===== config.mk =====
export PLATFORM = sky130hd
export DESIGN_NAME = ordered_key_value_store
export DESIGN_NICKNAME = d
export VERILOG_FILES = /design/src/hdl/okvs_pkg.sv /design/src/hdl/ordered_key_value_store.sv
export SDC_FILE = /design/constraint.sdc
export NUM_CORES = 2
export LEC_CHECK = 0
export BUFFER_PORTS_ARGS = -buffer_cell sky130_fd_sc_hd__buf_4
export CORE_ASPECT_RATIO = 0.8
export CORE_MARGIN = 8
export CORE_UTILIZATION = 66
export DETAILED_ROUTE_END_ITERATION = 10
export PLACE_DENSITY_LB_ADDON = 0.25
export SKIP_LAST_GASP = 1
export SLEW_MARGIN = 40
export SYNTH_ARGS = -nofsm -noshare
export SYNTH_HDL_FRONTEND = slang
export SYNTH_SLANG_ARGS = --single-unit

===== constraint.sdc =====
create_clock -name clk -period 18.3 [get_ports clk]
set_clock_uncertainty 0.1 [all_clocks]
set_input_delay 3.66 -clock clk [delete_from_list [all_inputs] [get_ports clk]]
set_output_delay 3.66 -clock clk [all_outputs]
set_load 0.02 [all_outputs]

===== src/hdl/okvs_pkg.sv =====
// Package with the sizes, operation codes and sequencer states of the ordered key-value store.
`timescale 1ns / 1ps

package okvs_pkg;

  localparam int CAPACITY    = 16;
  localparam int IDX_W       = $clog2(CAPACITY);
  localparam int CNT_W       = $clog2(CAPACITY + 1);
  localparam int OP_W        = 3;
  localparam int KEY_W       = 32;
  localparam int VAL_W       = 32;
  localparam int WORD_W      = KEY_W + VAL_W;
  localparam int COUNT_OUT_W = 5;

  typedef enum logic [OP_W-1:0] {
    OP_INSERT    = 3'd0,
    OP_LOOKUP    = 3'd1,
    OP_REMOVE    = 3'd2,
    OP_RESET_CUR = 3'd3,
    OP_ADVANCE   = 3'd4
  } op_t;

  typedef enum logic [3:0] {
    S_IDLE,
    S_RD,
    S_CMP,
    S_SHRD,
    S_SHWR,
    S_MISS,
    S_CUR,
    S_CURW,
    S_DONE
  } state_t;

endpackage


===== src/hdl/ordered_key_value_store.sv =====
// Top level of the ordered key-value store: entry memory, search and shift sequencer, result register.
//
//  channel | ports                                       | direction
//  --------+---------------------------------------------+----------
//  input   | in_valid in_ready in_op in_key in_value     | in
//  result  | out_valid out_ready out_hit out_found_value | out
//          | out_cursor_key out_cursor_value             |
//          | out_cursor_at_end out_entry_count           |
//          | out_full_error                              |
//
// One item is handled at a time over an entry memory with one write port and a registered read.
// Each entry searched passes through a read and a compare state, and each entry moved on a removal
// through a shift read and a shift write. A search that misses adds a miss step, and the cursor
// fetch, the result load and the return to idle close every item.
// Reset clears the count, the cursor and the control state; the memory keeps its contents.
// A result that is not taken holds in the output register; the next item is still taken but
// waits in its last step until the register is free.
`timescale 1ns / 1ps

module ordered_key_value_store (
  input  logic                                clk,
  input  logic                                rst_n,
  input  logic                                in_valid,
  output logic                                in_ready,
  input  logic [okvs_pkg::OP_W-1:0]           in_op,
  input  logic signed [okvs_pkg::KEY_W-1:0]   in_key,
  input  logic [okvs_pkg::VAL_W-1:0]          in_value,
  output logic                                out_valid,
  input  logic                                out_ready,
  output logic                                out_hit,
  output logic [okvs_pkg::VAL_W-1:0]          out_found_value,
  output logic signed [okvs_pkg::KEY_W-1:0]   out_cursor_key,
  output logic [okvs_pkg::VAL_W-1:0]          out_cursor_value,
  output logic                                out_cursor_at_end,
  output logic [okvs_pkg::COUNT_OUT_W-1:0]    out_entry_count,
  output logic                                out_full_error
);

  import okvs_pkg::*;

  logic [WORD_W-1:0] mem_r [CAPACITY];
  logic [WORD_W-1:0] rd_data_r;
  logic [IDX_W-1:0]  rd_addr;
  logic              mem_we;
  logic [IDX_W-1:0]  wr_addr;
  logic [WORD_W-1:0] wr_data;

  state_t            state_r, state_nxt;
  logic [OP_W-1:0]   op_r, op_nxt;
  logic [KEY_W-1:0]  key_r, key_nxt;
  logic [VAL_W-1:0]  val_r, val_nxt;
  logic [CNT_W-1:0]  idx_r, idx_nxt;
  logic [CNT_W-1:0]  cnt_r, cnt_nxt;
  logic [CNT_W-1:0]  cur_r, cur_nxt;
  logic              hit_r, hit_nxt;
  logic              full_r, full_nxt;
  logic              end_r, end_nxt;
  logic [VAL_W-1:0]  found_r, found_nxt;
  logic [KEY_W-1:0]  ck_r, ck_nxt;
  logic [VAL_W-1:0]  cv_r, cv_nxt;

  logic              out_valid_r;
  logic              out_hit_r;
  logic [VAL_W-1:0]  out_found_r;
  logic [KEY_W-1:0]  out_ck_r;
  logic [VAL_W-1:0]  out_cv_r;
  logic              out_end_r;
  logic [COUNT_OUT_W-1:0] out_cnt_r;
  logic              out_full_r;

  logic              key_match;
  logic              last_slot;
  logic              more_after;
  logic              shift_more;
  logic              out_free;
  logic [CNT_W-1:0]  cur_dec;
  logic [CNT_W-1:0]  cnt_dec;

  assign key_match  = (rd_data_r[WORD_W-1:VAL_W] == key_r);
  assign last_slot  = ((idx_r + CNT_W'(1)) == cnt_r);
  assign more_after = ((idx_r + CNT_W'(1)) < cnt_r);
  assign shift_more = ((idx_r + CNT_W'(1)) < cnt_r);
  assign out_free   = !out_valid_r || out_ready;
  assign cnt_dec    = cnt_r - CNT_W'(1);
  assign cur_dec    = (cur_r > idx_r) ? (cur_r - CNT_W'(1)) : cur_r;
  assign in_ready   = (state_r == S_IDLE);

  always_ff @(posedge clk) begin
    if (mem_we) begin
      mem_r[wr_addr] <= wr_data;
    end
    rd_data_r <= mem_r[rd_addr];
  end

  always_comb begin
    state_nxt = state_r;
    case (state_r)
      S_IDLE: begin
        if (in_valid) begin
          case (in_op)
            OP_INSERT, OP_LOOKUP, OP_REMOVE: state_nxt = (cnt_r == '0) ? S_MISS : S_RD;
            default:                         state_nxt = S_CUR;
          endcase
        end
      end
      S_RD:   state_nxt = S_CMP;
      S_CMP: begin
        if (key_match) begin
          state_nxt = (op_r == OP_REMOVE && more_after) ? S_SHRD : S_CUR;
        end else begin
          state_nxt = last_slot ? S_MISS : S_RD;
        end
      end
      S_SHRD: state_nxt = S_SHWR;
      S_SHWR: state_nxt = shift_more ? S_SHRD : S_CUR;
      S_MISS: state_nxt = S_CUR;
      S_CUR:  state_nxt = (cur_r < cnt_r) ? S_CURW : S_DONE;
      S_CURW: state_nxt = S_DONE;
      S_DONE: state_nxt = out_free ? S_IDLE : S_DONE;
      default: state_nxt = S_IDLE;
    endcase
  end

  always_comb begin
    op_nxt    = op_r;
    key_nxt   = key_r;
    val_nxt   = val_r;
    idx_nxt   = idx_r;
    cnt_nxt   = cnt_r;
    cur_nxt   = cur_r;
    hit_nxt   = hit_r;
    full_nxt  = full_r;
    end_nxt   = end_r;
    found_nxt = found_r;
    ck_nxt    = ck_r;
    cv_nxt    = cv_r;
    mem_we    = 1'b0;
    wr_addr   = idx_r[IDX_W-1:0];
    wr_data   = {key_r, val_r};
    rd_addr   = idx_r[IDX_W-1:0];
    case (state_r)
      S_IDLE: begin
        if (in_valid) begin
          op_nxt    = in_op;
          key_nxt   = in_key;
          val_nxt   = in_value;
          idx_nxt   = '0;
          hit_nxt   = 1'b0;
          full_nxt  = 1'b0;
          found_nxt = '0;
          case (in_op)
            OP_RESET_CUR: cur_nxt = '0;
            OP_ADVANCE: begin
              if (cur_r < cnt_r) begin
                cur_nxt = cur_r + CNT_W'(1);
              end
            end
            default: cur_nxt = cur_r;
          endcase
        end
      end
      S_CMP: begin
        if (key_match) begin
          hit_nxt = 1'b1;
          case (op_r)
            OP_INSERT: mem_we = 1'b1;
            OP_LOOKUP: found_nxt = rd_data_r[VAL_W-1:0];
            OP_REMOVE: begin
              cnt_nxt = cnt_dec;
              cur_nxt = (cur_dec > cnt_dec) ? cnt_dec : cur_dec;
            end
            default: hit_nxt = 1'b1;
          endcase
        end else begin
          idx_nxt = idx_r + CNT_W'(1);
        end
      end
      S_SHRD: rd_addr = IDX_W'(idx_r + CNT_W'(1));
      S_SHWR: begin
        mem_we  = 1'b1;
        wr_data = rd_data_r;
        idx_nxt = idx_r + CNT_W'(1);
      end
      S_MISS: begin
        if (op_r == OP_INSERT) begin
          if (cnt_r < CNT_W'(CAPACITY)) begin
            mem_we  = 1'b1;
            wr_addr = cnt_r[IDX_W-1:0];
            cnt_nxt = cnt_r + CNT_W'(1);
            if (cur_r >= cnt_r) begin
              cur_nxt = cnt_r + CNT_W'(1);
            end
          end else begin
            full_nxt = 1'b1;
          end
        end
      end
      S_CUR: begin
        rd_addr = cur_r[IDX_W-1:0];
        if (cur_r < cnt_r) begin
          end_nxt = 1'b0;
        end else begin
          end_nxt = 1'b1;
          ck_nxt  = '0;
          cv_nxt  = '0;
        end
      end
      S_CURW: begin
        ck_nxt = rd_data_r[WORD_W-1:VAL_W];
        cv_nxt = rd_data_r[VAL_W-1:0];
      end
      default: begin
        rd_addr = idx_r[IDX_W-1:0];
      end
    endcase
  end

  always_ff @(posedge clk) begin
    if (!rst_n) begin
      state_r     <= S_IDLE;
      cnt_r       <= '0;
      cur_r       <= '0;
      out_valid_r <= 1'b0;
    end else begin
      state_r <= state_nxt;
      cnt_r   <= cnt_nxt;
      cur_r   <= cur_nxt;
      if (state_r == S_DONE && out_free) begin
        out_valid_r <= 1'b1;
      end else if (out_ready) begin
        out_valid_r <= 1'b0;
      end
    end
  end

  always_ff @(posedge clk) begin
    op_r    <= op_nxt;
    key_r   <= key_nxt;
    val_r   <= val_nxt;
    idx_r   <= idx_nxt;
    hit_r   <= hit_nxt;
    full_r  <= full_nxt;
    end_r   <= end_nxt;
    found_r <= found_nxt;
    ck_r    <= ck_nxt;
    cv_r    <= cv_nxt;
    if (state_r == S_DONE && out_free) begin
      out_hit_r   <= hit_r;
      out_found_r <= found_r;
      out_ck_r    <= ck_r;
      out_cv_r    <= cv_r;
      out_end_r   <= end_r;
      out_cnt_r   <= COUNT_OUT_W'(cnt_r);
      out_full_r  <= full_r;
    end
  end

  assign out_valid         = out_valid_r;
  assign out_hit           = out_hit_r;
  assign out_found_value   = out_found_r;
  assign out_cursor_key    = out_ck_r;
  assign out_cursor_value  = out_cv_r;
  assign out_cursor_at_end = out_end_r;
  assign out_entry_count   = out_cnt_r;
  assign out_full_error    = out_full_r;

  a_cursor_bound: assert property (@(posedge clk) disable iff (!rst_n)
    cur_r <= cnt_r)
    else $error("Cursor lies beyond the stored entries.");

  a_count_bound: assert property (@(posedge clk) disable iff (!rst_n)
    cnt_r <= CNT_W'(CAPACITY))
    else $error("Entry count exceeds the capacity.");

  a_one_at_a_time: assert property (@(posedge clk) disable iff (!rst_n)
    in_valid && in_ready |=> !in_ready)
    else $error("A second item was taken while one is in progress.");

  a_end_zero: assert property (@(posedge clk) disable iff (!rst_n)
    out_valid && out_cursor_at_end |-> out_cursor_key == '0 && out_cursor_value == '0)
    else $error("Cursor fields are not zero at the end of the table.");

  a_hit_full: assert property (@(posedge clk) disable iff (!rst_n)
    out_valid |-> !(out_hit && out_full_error))
    else $error("An item reports both a hit and a full table.");

endmodule


==> results_tabular.tex <==
\begin{tabular}{lr}
\hline
Metric & Value \\
\hline
\multicolumn{2}{l}{\textbf{Synthesis}} \\
\quad Share of the synthesized netlist area taken by xor and xnor gates & 0.00759 \\
\quad Number of flops mapped to enable cells by yosys & 1299 \\
\quad Total of flip-flops plus latches after synthesis & 1378 \\
\quad Compound-cell area share of the yosys netlist & 0.0300 \\
\quad Number of different library cells in the post-synthesis netlist & 75 \\
\quad Warnings from Yosys & 0 \\
\quad Post-synthesis instance total & 3713 \\
\quad Synthesized area per cell & 14.6 um2 \\
\quad Multiplexer share of the synthesized area & 0.0618 \\
\quad Sequential-to-total area share from yosys stat & 0.748 \\
\quad Combinational family with the most area after synthesis & simple AND/OR/NAND/NOR gates \\
\quad Most instantiated flip-flop cell in the synthesis netlist & sky130\_fd\_sc\_hd\_\_edfxtp\_1 \\
\quad Share of synthesized flip-flops with an asynchronous set or reset & 0 \\
\quad Cell area after technology mapping & 54200 um2 \\
\quad Adder-cell area share of the yosys netlist & 0.00600 \\
\quad Basic-gate share of the synthesized area counting and, or, nand and nor cells & 0.121 \\
\quad Net count after synthesis & roughly 3800 \\
\multicolumn{2}{l}{\textbf{Place}} \\
\quad Final Wtd Congestion & around 0.87 \\
\quad Placed wire-length estimate after detailed placement & roughly 66000 um \\
\quad Number of input and output port buffers inserted & approximately 180 \\
\quad Worst slack at placement & roughly 13 ns \\
\multicolumn{2}{l}{\textbf{CTS}} \\
\quad Post-CTS setup repair buffer count & 0 \\
\quad Hold-fix buffers, CTS & 0 \\
\quad Clk Tree Root Cell & sky130\_fd\_sc\_hd\_\_clkbuf\_16 \\
\quad Number of clock buffers inserted by TritonCTS & 130 \\
\quad Clock slew at reported path FFs & 0.06 ns \\
\quad CTS tree & built \\
\quad Number of gates resized after cts & 0 \\
\quad Clock latency on the worst-skew pair & $\sim$0.74 ns \\
\quad Sink Count & 1378 \\
\quad Number of H-tree levels & 4 \\
\quad Worst-case clock buffer depth & 3 \\
\multicolumn{2}{l}{\textbf{Worst setup path}} \\
\quad Number of cells on the worst reg-to-reg path & 8 \\
\quad Worst setup EP type & output port \\
\quad End of the worst register-to-register path & mem\_r[2][27]\$\_DFFE\_PP\_ \\
\quad Critical path's largest stage delay & roughly 0.63 ns \\
\quad RR Startpoint & state\_r[0]\$\_SDFFE\_PN0N\_ \\
\quad Worst Setup EP & in\_ready \\
\quad Required time at the endpoint of the critical path & about 15 ns \\
\quad Worst setup path class & reg2out \\
\quad Cell-by-cell trace of the critical path & nor4\_2 > buf\_4 \\
\quad Critical Path Start Type & flop \\
\quad Register-to-Register Setup Slack & 13.33 ns \\
\quad Arrival time reported for the critical path endpoint & approximately 2.1 ns \\
\quad Cell with the biggest individual delay on the critical path & sky130\_fd\_sc\_hd\_\_nor4\_2 \\
\quad Source of the critical timing path & state\_r[0]\$\_SDFFE\_PN0N\_ \\
\quad Maximum fanout count along the critical path & 19 \\
\multicolumn{2}{l}{\textbf{STA}} \\
\quad Highest Clock Rate & approximately 170 MHz \\
\quad Share of the cycle needed by the critical path after routing & 0.322 \\
\quad Min Hold Slack & just over 0.3 ns \\
\quad Min Tclk post-route & between 5 and 6 ns \\
\quad RSZ-0062 raised after global routing & false \\
\quad Count of endpoints failing setup in the final report & 0 \\
\quad Total negative slack for setup checks & 0 ns \\
\quad Fin. Hold Viols & 0 \\
\quad Worst slew margin relative to its limit & 0.404 \\
\quad Fin worst setup slack & around 12 ns \\
\quad Slew of the pin with the lowest slew margin & 0.894 ns \\
\quad Final max-slew violation count & 0 \\
\multicolumn{2}{l}{\textbf{Finish}} \\
\quad Fillers & $\sim$4800 \\
\quad Ant. Diodes & 0 \\
\quad Area growth syn-to-layout & 12.1\% \\
\quad Fraction of final layout cells with drive strength greater than 1 & 0.134 \\
\quad Leading cell type in the layout, fill and taps excluded & sky130\_fd\_sc\_hd\_\_edfxtp\_1 \\
\quad Top Registers & mem\_r: 1024 flops, rd\_data\_r: 64 flops \\
\quad Number of flip-flops in the largest register & between 1000 and 1500 \\
\quad Total number of nets in the final design & 3970 \\
\quad Register name with the most flops & mem\_r \\
\quad Commonest cells after routing, fill and taps aside & sky130\_fd\_sc\_hd\_\_edfxtp\_1, sky130\_fd\_sc\_hd\_\_nand2\_1, sky130\_fd\_sc\_hd\_\_nand3\_1 \\
\multicolumn{2}{l}{\textbf{Routing}} \\
\quad DRC violation count after routing & 0 \\
\quad Total via count after detailed routing & approximately 31000 \\
\quad Drt initial violations & around 3900 \\
\quad WL/cell & 24.5 um \\
\quad Number of detailed-route iterations in the first pass & 6 \\
\quad DR vias/cell & $\sim$6.2 \\
\quad Drt total wl & between 100000 and 150000 um \\
\quad Antenna viol nets, final & 0 \\
\multicolumn{2}{l}{\textbf{Power and ir drop}} \\
\quad Net switching power of the design & approximately 4000 uW \\
\quad Peak supply drop & roughly 0.21 mV \\
\quad Share of total power consumed by net switching & 0.364 \\
\quad Internal power & between 6000 and 7000 uW \\
\quad Clock network power share & 0.242 \\
\quad Lkg Pwr & between 0.02 and 0.025 uW \\
\quad Ratio of total power to cell area & 176 nW/um2 \\
\quad Power share of the combinational group & 0.349 \\
\quad Register share of total power & 0.409 \\
\multicolumn{2}{l}{\textbf{Floorplanning}} \\
\quad Core Area & around 80000 um2 \\
\quad Die span in y & about 270 um \\
\quad Number of primary I/O pins & 177 \\
\quad Die Footprint & roughly 92000 um2 \\
\quad Placement row count & 94 \\
\quad Width of the die & 337 um \\
\quad Initial standard-cell utilization of the core & 0.663 \\
\multicolumn{2}{l}{\textbf{GRT}} \\
\quad Via count of the first global-routing pass & a little over 30000 \\
\quad Wire length of the first global-routing pass & 187000 um \\
\quad Total global routing track utilization & 0.270 \\
\quad Final global-route overflow total & 0 \\
\quad Number of antenna violations at the first check in global routing & 2 \\
\quad Pin count of the biggest net entering global routing & roughly 170 \\
\multicolumn{2}{l}{\textbf{Min path}} \\
\quad Hold Startpoint & found\_r[25]\$\_SDFFCE\_PN0P\_ \\
\quad Min-Delay Path Class & reg2reg \\
\multicolumn{2}{l}{\textbf{Run status}} \\
\quad Outcome & completed \\
\multicolumn{2}{l}{\textbf{Job}} \\
\quad Count of maximum capacitance violations & 0 \\
\hline
\end{tabular}
-- cells by family after synthesis --
family          after synthesis
compound gates              223
simple gates               1486
fa+ha+maj                    26
buf+inv                     226
mux                         327
flops                      1378
xor+xnor                     47
-- worst max-delay path: cells and delay by family (launching register included) --
| family | cells | cell delay, ns |
|---|---|---|
| buffers and inverters | 1 | 0.25 |
| DFF | 1 | 0.51 |
| and+or+nand+nor | 1 | 0.63 |
-- layer usage --
layer,wire [um],GRT usage
met1,50300,0.389
met2,58400,0.421
met3,12800,0.0527
met4,3090,0.0839
met5,13,0
-- cells in the mapped netlist (all sizes together), types with 45 or more instances --
cell	number	share of area
edfxtp	1299	0.72
nand2	930	0.064
nand3	278	0.026
mux2i	262	0.048
buf	158	0.020
o211ai	129	0.018
and2	99	0.011
dfxtp	79	0.029
nand4	72	0.0083
mux2	65	0.013
nor2	49	0.0042
clkbuf	46	0.0032
xnor2	45	0.0073
-- worst min path at each step --
stage / cells after the start / slack [ns] / end
2_1_floorplan: 0 / 0.30 / out_cursor_at_end$_DFFE_PP_
3_3_place_gp: 0 / 0.30 / out_cursor_value[8]$_DFFE_PP_
3_5_place_dp: 0 / 0.30 / out_cursor_key[7]$_DFFE_PP_
4_1_cts: 0 / 0.31 / out_found_value[25]$_DFFE_PP_
5_1_grt: 0 / 0.32 / out_found_value[25]$_DFFE_PP_
6_report: 0 / 0.30 / out_found_value[25]$_DFFE_PP_
-- layout make-up --
type	instances	area, um2	area share
Clock inverter	66	510	0.00840
Sequential cell	1378	40600	0.668
Clock buffer	170	3590	0.0591
Timing Repair Buffer	232	2090	0.0343
Multi-Input combinational cell	2109	12500	0.206
Tap cell	1104	1380	0.0227
Inverter	22	85.1	0.00140
-- power groups by stage --
| stage | clock (uW) | combinational (uW) | sequential, uW |
|---|---|---|---|
| 2_1_floorplan | 0 | 2810 | 4350 |
| 3_3_place_gp | 0 | 3500 | 4410 |
| 3_5_place_dp | 0 | 3650 | 4430 |
| 4_1_cts | 2610 | 3690 | 4360 |
| 5_1_grt | 2740 | 4050 | 4390 |
| 6_report | 2580 | 3730 | 4370 |
-- per-stage QoR --
stage          std cells  instance area (um2)  power (uW)   util
5_1_grt             5081                60800       11200  0.742
4_1_cts             5079                60700       10700  0.742
6_report            5081                60800       10700  0.742
2_1_floorplan       3713                54200        7160      -
3_3_place_gp        4830                56200        7910  0.687
3_5_place_dp        4843                56600        8080  0.692
Note: power is estimated with default switching activity, not from simulation.
